===== src/sv/cmr_pkg.sv =====
package cmr_pkg;

   // sizing
   localparam int NUM_STREAMS = 4;
   localparam int NUM_ENTRIES = 16;
   localparam int SLOT_W      = (NUM_STREAMS > 1) ? $clog2(NUM_STREAMS) : 1;
   localparam int IDX_W       = 4;
   localparam int ADDR_W      = SLOT_W + IDX_W;
   localparam int STORE_DEPTH = NUM_STREAMS * (1 << IDX_W);
   localparam int COUNT_W     = 5;
   localparam int TAG_W       = 24;
   localparam int TICK_W      = 32;
   localparam int ENTRY_W     = 40;
   localparam int FIFO_DEPTH  = 2;
   localparam int FIFO_PTR_W  = 1;
   localparam int FIFO_CNT_W  = 2;

   // entry type that opens a new command
   localparam logic [7:0] HEADER_TYPE = 8'h00;

   // request transfer
   typedef struct packed {
      logic [TAG_W-1:0] stream_tag;
      logic [7:0]       entry_type;
      logic [31:0]      entry_payload;
   } req_type;

   // response transfer
   typedef struct packed {
      logic [7:0]         cmd_id;
      logic [7:0]         cmd_dest;
      logic [7:0]         cmd_source;
      logic [COUNT_W-1:0] cmd_count;
      logic               has_entry;
      logic [IDX_W-1:0]   item_index;
      logic [7:0]         item_type;
      logic [31:0]        item_payload;
      logic               last;
   } rsp_type;

   // completed command handed from front to back
   typedef struct packed {
      logic [SLOT_W-1:0]  slot;
      logic [7:0]         id;
      logic [7:0]         dest;
      logic [7:0]         source;
      logic [COUNT_W-1:0] count;
   } cmd_type;

   // entry store write port
   typedef struct packed {
      logic              en;
      logic [ADDR_W-1:0] addr;
      logic [ENTRY_W-1:0] data;
   } store_wr_type;

   // back has finished reading a slot's entries
   typedef struct packed {
      logic              valid;
      logic [SLOT_W-1:0] slot;
   } drain_type;

   typedef enum logic [2:0] {
      F_IDLE,
      F_HSCAN,
      F_HCOMMIT,
      F_ELOOK,
      F_EWRITE
   } front_state_type;

   typedef enum logic [1:0] {
      B_IDLE,
      B_HEAD,
      B_READ,
      B_DATA
   } back_state_type;

endpackage


===== src/sv/cmr_ram.sv =====
module cmr_ram #(
   parameter int WIDTH = 40,
   parameter int DEPTH = 64,
   localparam int ADDR_W = (DEPTH > 1) ? $clog2(DEPTH) : 1
) (
   input  logic              clock,
   input  logic              wr_en,
   input  logic [ADDR_W-1:0] wr_addr,
   input  logic [WIDTH-1:0]  wr_data,
   input  logic [ADDR_W-1:0] rd_addr,
   output logic [WIDTH-1:0]  rd_data
);

   logic [WIDTH-1:0] mem_ff [DEPTH];
   logic [WIDTH-1:0] rd_data_ff;

   // one write port, one registered read port
   always_ff @(posedge clock) begin
      if (wr_en) begin
         mem_ff[wr_addr] <= wr_data;
      end
      rd_data_ff <= mem_ff[rd_addr];
   end

   assign rd_data = rd_data_ff;

endmodule


===== src/sv/cmr_fifo.sv =====
module cmr_fifo import cmr_pkg::*; (
   input  logic    clock,
   input  logic    reset,
   input  logic    push_valid,
   input  cmd_type push_data,
   output logic    full,
   input  logic    pop,
   output logic    empty,
   output cmd_type pop_data
);

   cmd_type                 mem_ff [FIFO_DEPTH];
   cmd_type                 mem_in [FIFO_DEPTH];
   logic [FIFO_PTR_W-1:0]   wr_ptr_ff, wr_ptr_in;
   logic [FIFO_PTR_W-1:0]   rd_ptr_ff, rd_ptr_in;
   logic [FIFO_CNT_W-1:0]   count_ff, count_in;

   assign full     = (count_ff == FIFO_CNT_W'(FIFO_DEPTH));
   assign empty    = (count_ff == '0);
   assign pop_data = mem_ff[rd_ptr_ff];

   // pointer and occupancy update
   always_comb begin
      mem_in    = mem_ff;
      wr_ptr_in = wr_ptr_ff;
      rd_ptr_in = rd_ptr_ff;
      count_in  = count_ff;
      if (push_valid) begin
         mem_in[wr_ptr_ff] = push_data;
         wr_ptr_in         = wr_ptr_ff + FIFO_PTR_W'(1);
      end
      if (pop) begin
         rd_ptr_in = rd_ptr_ff + FIFO_PTR_W'(1);
      end
      unique case ({push_valid, pop})
         2'b10:   count_in = count_ff + FIFO_CNT_W'(1);
         2'b01:   count_in = count_ff - FIFO_CNT_W'(1);
         default: count_in = count_ff;
      endcase
   end

   always_ff @(posedge clock) begin
      mem_ff <= mem_in;
      if (reset) begin
         wr_ptr_ff <= '0;
         rd_ptr_ff <= '0;
         count_ff  <= '0;
      end else begin
         wr_ptr_ff <= wr_ptr_in;
         rd_ptr_ff <= rd_ptr_in;
         count_ff  <= count_in;
      end
   end

endmodule


===== src/sv/cmr_front.sv =====
module cmr_front import cmr_pkg::*; (
   input  logic         clock,
   input  logic         reset,
   input  logic         req_valid,
   output logic         req_stall,
   input  req_type      req_data,
   input  logic         fifo_full,
   output logic         push_valid,
   output cmd_type      push_data,
   output store_wr_type store_wr,
   input  drain_type    drain
);

   front_state_type     state_ff, state_in;
   req_type             item_ff, item_in;
   logic [TICK_W-1:0]   tick_ff, tick_in;
   logic [SLOT_W-1:0]   sel_ff, sel_in;
   logic [SLOT_W-1:0]   scan_ff, scan_in;
   logic [TICK_W-1:0]   best_age_ff, best_age_in;

   logic [NUM_STREAMS-1:0] busy_ff, busy_in;
   logic [NUM_STREAMS-1:0] pending_ff, pending_in;
   logic [TAG_W-1:0]       tag_ff [NUM_STREAMS];
   logic [TAG_W-1:0]       tag_in [NUM_STREAMS];
   logic [23:0]            hdr_ff [NUM_STREAMS];
   logic [23:0]            hdr_in [NUM_STREAMS];
   logic [COUNT_W-1:0]     count_ff [NUM_STREAMS];
   logic [COUNT_W-1:0]     count_in [NUM_STREAMS];
   logic [COUNT_W-1:0]     fill_ff [NUM_STREAMS];
   logic [COUNT_W-1:0]     fill_in [NUM_STREAMS];
   logic [TICK_W-1:0]      stamp_ff [NUM_STREAMS];
   logic [TICK_W-1:0]      stamp_in [NUM_STREAMS];

   logic                accept;
   logic                any_free;
   logic [SLOT_W-1:0]   first_free;
   logic [7:0]          hdr_cnt;
   logic [COUNT_W-1:0]  cnt_clamp;
   logic [TICK_W-1:0]   age;
   logic                hit;
   logic [SLOT_W-1:0]   match_idx;
   logic [COUNT_W-1:0]  fill_sel;
   logic [COUNT_W-1:0]  fill_next;
   logic [COUNT_W-1:0]  count_sel;
   logic                complete;
   logic                hcommit_ok;
   logic                ewrite_ok;
   logic                hcommit_go;
   logic                ewrite_go;

   assign accept = (state_ff == F_IDLE) && req_valid;

   // first free slot, lowest index wins
   always_comb begin
      any_free   = 1'b0;
      first_free = '0;
      for (int s = NUM_STREAMS - 1; s >= 0; s--) begin
         if (!busy_ff[s]) begin
            any_free   = 1'b1;
            first_free = SLOT_W'(s);
         end
      end
   end

   // first slot whose tag matches, busy or not
   always_comb begin
      hit       = 1'b0;
      match_idx = '0;
      for (int s = NUM_STREAMS - 1; s >= 0; s--) begin
         if (tag_ff[s] == item_ff.stream_tag) begin
            hit       = 1'b1;
            match_idx = SLOT_W'(s);
         end
      end
   end

   // header count clamp and slot age for the scan
   assign hdr_cnt   = item_ff.entry_payload[31:24];
   assign cnt_clamp = (hdr_cnt > 8'(NUM_ENTRIES)) ? COUNT_W'(NUM_ENTRIES)
                                                  : hdr_cnt[COUNT_W-1:0];
   assign age       = tick_ff - stamp_ff[scan_ff];

   // selected slot fill state
   assign fill_sel   = fill_ff[sel_ff];
   assign count_sel  = count_ff[sel_ff];
   assign fill_next  = fill_sel + COUNT_W'(1);
   assign complete   = (fill_next >= count_sel);
   assign hcommit_ok = (cnt_clamp != '0) || !fifo_full;
   assign ewrite_ok  = !pending_ff[sel_ff] && (!complete || !fifo_full);
   assign hcommit_go = (state_ff == F_HCOMMIT) && hcommit_ok;
   assign ewrite_go  = (state_ff == F_EWRITE) && ewrite_ok;

   // next state
   always_comb begin
      state_in = state_ff;
      unique case (state_ff)
         F_IDLE: begin
            if (req_valid) begin
               state_in = (req_data.entry_type == HEADER_TYPE) ? F_HSCAN : F_ELOOK;
            end
         end
         F_HSCAN: begin
            if (any_free || (scan_ff == SLOT_W'(NUM_STREAMS - 1))) begin
               state_in = F_HCOMMIT;
            end
         end
         F_HCOMMIT: begin
            if (hcommit_ok) begin
               state_in = F_IDLE;
            end
         end
         F_ELOOK: begin
            state_in = (hit && busy_ff[match_idx]) ? F_EWRITE : F_IDLE;
         end
         F_EWRITE: begin
            if (ewrite_ok) begin
               state_in = F_IDLE;
            end
         end
         default: state_in = F_IDLE;
      endcase
   end

   // outputs: stall, queue push and store write
   always_comb begin
      req_stall      = (state_ff != F_IDLE);
      push_valid     = 1'b0;
      push_data      = '0;
      store_wr       = '0;
      if (hcommit_go) begin
         push_valid       = (cnt_clamp == '0);
         push_data.slot   = sel_ff;
         push_data.id     = item_ff.entry_payload[7:0];
         push_data.dest   = item_ff.entry_payload[15:8];
         push_data.source = item_ff.entry_payload[23:16];
         push_data.count  = cnt_clamp;
      end else if (ewrite_go) begin
         push_valid       = complete;
         push_data.slot   = sel_ff;
         push_data.id     = hdr_ff[sel_ff][7:0];
         push_data.dest   = hdr_ff[sel_ff][15:8];
         push_data.source = hdr_ff[sel_ff][23:16];
         push_data.count  = count_sel;
         store_wr.en      = (fill_sel < COUNT_W'(NUM_ENTRIES));
         store_wr.addr    = {sel_ff, fill_sel[IDX_W-1:0]};
         store_wr.data    = {item_ff.entry_type, item_ff.entry_payload};
      end
   end

   // slot table and scan registers
   always_comb begin
      item_in     = item_ff;
      tick_in     = tick_ff;
      sel_in      = sel_ff;
      scan_in     = scan_ff;
      best_age_in = best_age_ff;
      busy_in     = busy_ff;
      pending_in  = pending_ff;
      tag_in      = tag_ff;
      hdr_in      = hdr_ff;
      count_in    = count_ff;
      fill_in     = fill_ff;
      stamp_in    = stamp_ff;

      if (accept) begin
         item_in     = req_data;
         tick_in     = tick_ff + TICK_W'(1);
         sel_in      = '0;
         scan_in     = '0;
         best_age_in = '0;
      end

      // oldest slot search, one slot per cycle
      if (state_ff == F_HSCAN) begin
         if (any_free) begin
            sel_in = first_free;
         end else begin
            scan_in = scan_ff + SLOT_W'(1);
            if (age > best_age_ff) begin
               best_age_in = age;
               sel_in      = scan_ff;
            end
         end
      end

      if (state_ff == F_ELOOK) begin
         sel_in = match_idx;
      end

      // open a command in the chosen slot
      if (hcommit_go) begin
         tag_in[sel_ff]   = item_ff.stream_tag;
         hdr_in[sel_ff]   = item_ff.entry_payload[23:0];
         count_in[sel_ff] = cnt_clamp;
         fill_in[sel_ff]  = '0;
         stamp_in[sel_ff] = tick_ff;
         busy_in[sel_ff]  = (cnt_clamp != '0);
      end

      if (drain.valid) begin
         pending_in[drain.slot] = 1'b0;
      end

      // append an entry, hand over on completion
      if (ewrite_go) begin
         fill_in[sel_ff] = fill_next;
         if (complete) begin
            busy_in[sel_ff]    = 1'b0;
            pending_in[sel_ff] = 1'b1;
         end else begin
            stamp_in[sel_ff] = tick_ff;
         end
      end
   end

   always_ff @(posedge clock) begin
      item_ff     <= item_in;
      sel_ff      <= sel_in;
      scan_ff     <= scan_in;
      best_age_ff <= best_age_in;
      hdr_ff      <= hdr_in;
      count_ff    <= count_in;
      fill_ff     <= fill_in;
      stamp_ff    <= stamp_in;
      if (reset) begin
         state_ff   <= F_IDLE;
         tick_ff    <= '0;
         busy_ff    <= '0;
         pending_ff <= '0;
         for (int s = 0; s < NUM_STREAMS; s++) begin
            tag_ff[s] <= '0;
         end
      end else begin
         state_ff   <= state_in;
         tick_ff    <= tick_in;
         busy_ff    <= busy_in;
         pending_ff <= pending_in;
         tag_ff     <= tag_in;
      end
   end

endmodule


===== src/sv/cmr_back.sv =====
module cmr_back import cmr_pkg::*; (
   input  logic               clock,
   input  logic               reset,
   input  logic               fifo_empty,
   output logic               fifo_pop,
   input  cmd_type            fifo_data,
   output logic [ADDR_W-1:0]  rd_addr,
   input  logic [ENTRY_W-1:0] rd_data,
   output drain_type          drain,
   output logic               rsp_valid,
   input  logic               rsp_stall,
   output rsp_type            rsp_data
);

   back_state_type     state_ff, state_in;
   cmd_type            cmd_ff, cmd_in;
   logic [IDX_W-1:0]   idx_ff, idx_in;
   logic               rsp_valid_ff, rsp_valid_in;
   rsp_type            rsp_ff, rsp_in;

   logic               out_free;
   logic               last_entry;
   logic               load_head;
   logic               load_entry;

   assign out_free   = !rsp_valid_ff || !rsp_stall;
   assign last_entry = (({1'b0, idx_ff} + COUNT_W'(1)) == cmd_ff.count);
   assign load_head  = (state_ff == B_HEAD) && out_free;
   assign load_entry = (state_ff == B_DATA) && out_free;
   assign rd_addr    = {cmd_ff.slot, idx_ff};

   // next state
   always_comb begin
      state_in = state_ff;
      unique case (state_ff)
         B_IDLE: begin
            if (!fifo_empty) begin
               state_in = B_HEAD;
            end
         end
         B_HEAD: begin
            if (out_free) begin
               state_in = (cmd_ff.count == '0) ? B_IDLE : B_READ;
            end
         end
         B_READ: state_in = B_DATA;
         B_DATA: begin
            if (out_free) begin
               state_in = last_entry ? B_IDLE : B_READ;
            end
         end
      endcase
   end

   // outputs to queue and front
   always_comb begin
      fifo_pop    = (state_ff == B_IDLE) && !fifo_empty;
      drain.valid = load_entry && last_entry;
      drain.slot  = cmd_ff.slot;
   end

   // command, index and response register
   always_comb begin
      cmd_in       = cmd_ff;
      idx_in       = idx_ff;
      rsp_in       = rsp_ff;
      rsp_valid_in = rsp_valid_ff;

      if (fifo_pop) begin
         cmd_in = fifo_data;
         idx_in = '0;
      end

      if (out_free) begin
         rsp_valid_in = load_head || load_entry;
      end

      if (load_head || load_entry) begin
         rsp_in.cmd_id     = cmd_ff.id;
         rsp_in.cmd_dest   = cmd_ff.dest;
         rsp_in.cmd_source = cmd_ff.source;
         rsp_in.cmd_count  = cmd_ff.count;
      end

      // header transfer carries no entry
      if (load_head) begin
         rsp_in.has_entry    = 1'b0;
         rsp_in.item_index   = '0;
         rsp_in.item_type    = '0;
         rsp_in.item_payload = '0;
         rsp_in.last         = (cmd_ff.count == '0);
      end

      if (load_entry) begin
         rsp_in.has_entry    = 1'b1;
         rsp_in.item_index   = idx_ff;
         rsp_in.item_type    = rd_data[39:32];
         rsp_in.item_payload = rd_data[31:0];
         rsp_in.last         = last_entry;
         idx_in              = idx_ff + IDX_W'(1);
      end
   end

   always_ff @(posedge clock) begin
      cmd_ff <= cmd_in;
      idx_ff <= idx_in;
      rsp_ff <= rsp_in;
      if (reset) begin
         state_ff     <= B_IDLE;
         rsp_valid_ff <= 1'b0;
      end else begin
         state_ff     <= state_in;
         rsp_valid_ff <= rsp_valid_in;
      end
   end

   assign rsp_valid = rsp_valid_ff;
   assign rsp_data  = rsp_ff;

endmodule


===== src/sv/multi_stream_command_reassembler.sv =====
// Reassembles commands from interleaved bus frames of several streams.
// req_ channel: one frame per transfer (stream tag, entry type, payload).
// A type-0 entry opens a command in a free slot, or in the least recently
// updated slot when all are busy; other entries append to the slot whose
// tag matches. A completed command leaves on the rsp_ channel as a header
// transfer followed by one transfer per entry, with last on the final one.
// Front: a stored entry passes F_ELOOK and F_EWRITE, a dropped entry only
// F_ELOOK, a header F_HSCAN and F_HCOMMIT; with all slots busy the age
// search walks the slots one per cycle. An entry into a slot whose previous
// command is still being read out waits until that readout has finished.
// Back: a completed command passes a 2-deep queue; the header is loaded in
// B_HEAD, then each entry takes B_READ (one entry store read) and B_DATA.
// When rsp_stall is high the response register holds and the back waits;
// the front keeps taking frames until the queue fills.
// Reset (synchronous) frees every slot, clears tags, tick and the queue;
// the entry store needs no clearing.
module multi_stream_command_reassembler import cmr_pkg::*; (
   input  logic    clock,
   input  logic    reset,
   input  logic    req_valid,
   output logic    req_stall,
   input  req_type req_data,
   output logic    rsp_valid,
   input  logic    rsp_stall,
   output rsp_type rsp_data
);

   logic               fifo_full;
   logic               fifo_empty;
   logic               fifo_pop;
   logic               push_valid;
   cmd_type            push_data;
   cmd_type            pop_data;
   store_wr_type       store_wr;
   drain_type          drain;
   logic [ADDR_W-1:0]  rd_addr;
   logic [ENTRY_W-1:0] rd_data;

   cmr_front u_front (
      .clock      (clock),
      .reset      (reset),
      .req_valid  (req_valid),
      .req_stall  (req_stall),
      .req_data   (req_data),
      .fifo_full  (fifo_full),
      .push_valid (push_valid),
      .push_data  (push_data),
      .store_wr   (store_wr),
      .drain      (drain)
   );

   cmr_fifo u_fifo (
      .clock      (clock),
      .reset      (reset),
      .push_valid (push_valid),
      .push_data  (push_data),
      .full       (fifo_full),
      .pop        (fifo_pop),
      .empty      (fifo_empty),
      .pop_data   (pop_data)
   );

   cmr_ram #(
      .WIDTH (ENTRY_W),
      .DEPTH (STORE_DEPTH)
   ) u_store (
      .clock   (clock),
      .wr_en   (store_wr.en),
      .wr_addr (store_wr.addr),
      .wr_data (store_wr.data),
      .rd_addr (rd_addr),
      .rd_data (rd_data)
   );

   cmr_back u_back (
      .clock      (clock),
      .reset      (reset),
      .fifo_empty (fifo_empty),
      .fifo_pop   (fifo_pop),
      .fifo_data  (pop_data),
      .rd_addr    (rd_addr),
      .rd_data    (rd_data),
      .drain      (drain),
      .rsp_valid  (rsp_valid),
      .rsp_stall  (rsp_stall),
      .rsp_data   (rsp_data)
   );

endmodule

===== config.mk =====
export PLATFORM = sky130hd
export DESIGN_NAME = multi_stream_command_reassembler
export DESIGN_NICKNAME = d
export VERILOG_FILES = /design/src/sv/cmr_pkg.sv /design/src/sv/cmr_ram.sv /design/src/sv/cmr_fifo.sv /design/src/sv/cmr_front.sv /design/src/sv/cmr_back.sv /design/src/sv/multi_stream_command_reassembler.sv
export SDC_FILE = /design/constraint.sdc
export NUM_CORES = 2
export LEC_CHECK = 0
export BUFFER_PORTS_ARGS = -buffer_cell sky130_fd_sc_hd__buf_2
export CORE_AREA = 2 2 484 486
export CTS_BUF_LIST = sky130_fd_sc_hd__clkbuf_4
export CTS_CLUSTER_DIAMETER = 40
export CTS_CLUSTER_SIZE = 10
export DETAILED_ROUTE_END_ITERATION = 8
export DIE_AREA = 0 0 486 488
export GPL_ROUTABILITY_DRIVEN = 0
export PLACE_DENSITY = 0.71
export SLEW_MARGIN = 20
export SYNTH_ARGS = -nofsm -noshare
export SYNTH_HDL_FRONTEND = slang
export SYNTH_SLANG_ARGS = --single-unit

===== constraint.sdc =====
create_clock -name clock -period 9.3 [get_ports clock]
set_clock_uncertainty 0.1 [all_clocks]
set_input_delay 0.93 -clock clock [delete_from_list [all_inputs] [get_ports clock]]
set_output_delay 0.93 -clock clock [all_outputs]
set_load 0.02 [all_outputs]

==> impl_metrics.json <==
{
  "status": "completed",
  "ctsResizeCount": 0,
  "critPathTopFamily": "compound AO/OA/AOI/OAI gates",
  "synth_edf_count": 2911,
  "rsz0062_at_grt": "false",
  "min_period_ns": 6.94,
  "final_nets": 6794,
  "die_h_um": 488,
  "path_cells": "buf_4, mux4_2, inv_1, ha_1, a21o_1, a221oi_1, o21bai_1, a221oi_2, a31oi_1, a311oi_2, xnor2_1, ha_1, nand3_1, nor4_1, nand2_1, o21a_1, a21oi_1, nand2_1, mux2_1",
  "drive_above_1_share_pct": 31.7,
  "maxCapViolCount": 0,
  "portBuffers": 144,
  "cts-hold-fix-buffers": 133,
  "worstSkewPairLatency_ns": 1.49,
  "initial_core_util_pct": 54.7,
  "h-tree-depth": 5,
  "die_area_um2": 237000,
  "fmax_mhz": 144,
  "grt_pass1_vias": 62976,
  "grt_pass1_wl_mm": 438,
  "wl_met3_mm": 30.1,
  "syn_nets": 6243,
  "yosysTopAreaCellShare_pct": 68.9,
  "setup_violations": 0,
  "ys_ff_latch": 3282,
  "cts_sinks": 3282,
  "cts_max_path_buffers": 4,
  "synth_top_area_cell": "edfxtp_1",
  "maxUsedRoutingLayer": "met5",
  "cts_tree": "built",
  "crit_required_ns": 10.49,
  "critPathArrivalTime_ns": 8.12,
  "cts_setup_buffers": 0,
  "slew_viol_final": 0,
  "ys.flop_type": "edfxtp_1",
  "syn_inst": 6101,
  "row_count": 177,
  "switchingPower_uw": 7100,
  "syn_area_um2": 127000,
  "p_leak_uw": 0.0387,
  "end_kind": "flop",
  "finalHoldViolCount": 0,
  "combPwrFrac_pct": 12.0,
  "layout_common_cells": "edfxtp_1 (2911), mux4_2 (906), clkbuf_4 (563)",
  "numCtsBuffers": 444,
  "yosysUniqueCellTypes": 68,
  "post-dp-hpwl_mm": 180,
  "crit_buf_inv": 2,
  "setup_tns_ns": 0,
  "pwr-share-seq_pct": 57.6,
  "synth.top_cells.by_area": "edfxtp_1 (69%), mux4_2 (16%), dfxtp_1 (5.9%), mux2_2 (1.6%), nand2_1 (0.86%)",
  "place_ws_ns": 2.48,
  "grt_usage_pct": 25.6,
  "routed-wl-met2_mm": 148,
  "grt_antenna_before_repair": 22,
  "overflow": 0,
  "p_sw_share_pct": 25.1,
  "wl_met1_mm": 116,
  "syn_to_final_growth_pct": 9.77,
  "ioPinCount": 145,
  "tightestPinTransition_ns": 1.16,
  "postSynth.asyncResetShare_pct": 0,
  "pwr-share-clk_pct": 30.4,
  "drt_first_pass_iters": 8,
  "power.internal_uw": 21200,
  "grt_max_degree": 132,
  "antenna_left": 0,
  "routed-via-count": 63338,
  "p_per_area_nw_per_um2": 203,
  "final_common_cell": "edfxtp_1",
  "cts.reportedPaths.clkPinSlew_ns": 0.11,
  "max-slew-margin-rel_pct": 22.8,
  "holdWs_ns": 0.334,
  "hold_path_class": "flop to flop",
  "drt-initial-drc-count": 7922,
  "core_um2": 232000,
  "worstSetupStartpointType": "flop",
  "routed_via_density": 6.33,
  "die_w_um": 486,
  "drc": 0,
  "avgSynthCellArea_um2": 20.8,
  "fin_crit_sh_pct": 74.6,
  "cpPeakStageDelay_ns": 0.81,
  "drt-total-wl_mm": 302,
  "finish.utilization_pct": 60.1,
  "vdd.ir_drop.worst_mv": 0.628,
  "worst_path_max_delay_cell": "dfxtp_2",
  "yosys_warnings": 0,
  "ys_seq_area_share_pct": 74.7,
  "wire_per_inst_um": 30.2,
  "worstSetupPathType": "flop to flop",
  "fin_ws_ns": 2.36,
  "crit_path_max_fanout": 19,
  "cts-root-buf": "clkbuf_4"
}
-- layer usage --
layer  global-route usage [%]  up-vias
li1                         -    26214
met1                     35.9    33344
met2                     41.1     3280
met3                     5.73      494
met4                     6.98        6
met5                        0        -
-- cells in the mapped netlist (3+ instances only) --
cell type	count
edfxtp_1	2911
mux4_2	906
dfxtp_1	371
nand2_1	291
clkbuf_1	207
mux2_2	183
nor2_1	163
a21oi_1	159
inv_1	85
xor2_1	84
xnor2_1	74
ha_1	73
buf_2	70
and3_1	64
o21ai_0	53
and2_1	52
buf_1	47
nand3_1	46
a21o_1	33
a22o_1	31
nand4_1	28
nor4_1	20
nor3_1	15
nand2b_1	11
nor2b_1	11
or3_1	11
a211oi_1	6
o211ai_1	6
o21a_1	6
a21boi_0	5
a31oi_1	5
clkinv_1	5
o21bai_1	5
o31ai_1	5
or2_2	5
o22ai_1	4
a211o_1	3
a221oi_1	3
a32o_1	3
buf_4	3
nor3b_1	3
-- final timing paths --
path                               start                               to  slack [ns]  cells after the start
min reg2reg  u_back.cmd_ff[27]$_DFFE_PP_    u_back.rsp_data[73]$_DFFE_PP_        0.33                      0
min          u_back.cmd_ff[27]$_DFFE_PP_    u_back.rsp_data[73]$_DFFE_PP_        0.33                      0
max reg2reg   u_front.scan_ff[0]$_DFF_P_  u_front.best_age_ff[30]$_DFF_P_        2.36                     19
max           u_front.scan_ff[0]$_DFF_P_  u_front.best_age_ff[30]$_DFF_P_        2.36                     19
-- per-stage QoR --
step	power [uW]	cells	instance area, um2
global placement	20000	9115	132000
detailed placement	20000	9115	132000
finish	28300	10013	139000
CTS	28500	9996	139000
global route	29300	10008	139000
floorplan	18900	6101	127000
-- flip-flops by register name, indices dropped and copies added (netlist names), 2 cells and up --
name                 flops
u_front.fill_ff         20
u_front.state_ff         3
u_back.drain             2
u_front.tick_ff         32
u_front.scan_ff          2
u_back.state_ff          2
u_back.cmd_ff           29
u_fifo.count_ff          2
u_front.count_ff        20
u_fifo.mem_ff           62
u_front.busy_ff          4
u_front.best_age_ff     32
u_back.idx_ff            4
u_front.item_ff         56
u_front.hdr_cnt          8
u_front.tag_ff          96
u_store.mem_ff        2560
u_store.rd_data         40
u_front.hdr_ff          96
u_front.stamp_ff       128
u_front.pending_ff       4
u_front.sel_ff           2
u_back.rsp_data         75
-- cells by family after synthesis --
family / count (synthesis) / share of synthesized area [%]
multiplexers: 1092 / 17.7
buffers and inverters: 421 / 1.34
XOR/XNOR: 158 / 1.09
AO/OA/AOI/OAI: 346 / 1.72
adder cells (fa/ha/maj): 74 / 0.736
AND/OR/NAND/NOR: 728 / 2.65
flip-flops: 3282 / 74.7
-- cell type report --
class                           count  area (um2)
Sequential cell                  3282       94800
Fill cell                       16081       92600
Multi-Input combinational cell   2398       30900
Clock buffer                      563        4230
Tap cell                         3043        3810
Timing Repair Buffer              435        3420
Clock inverter                    185        1670
Inverter                           91         347
Antenna cell                       16        40.0
-- power by group through the flow --
stage | Combinational, uW | Sequential (uW) | Clock, uW
final | 3390 | 16300 | 8600
after floorplan | 2320 | 16600 | 0
after global placement | 3370 | 16600 | 0
after CTS | 3430 | 16300 | 8770
after global routing | 3590 | 16300 | 9370
after detailed placement | 3370 | 16600 | 0
(Power assumes the default switching activity.)
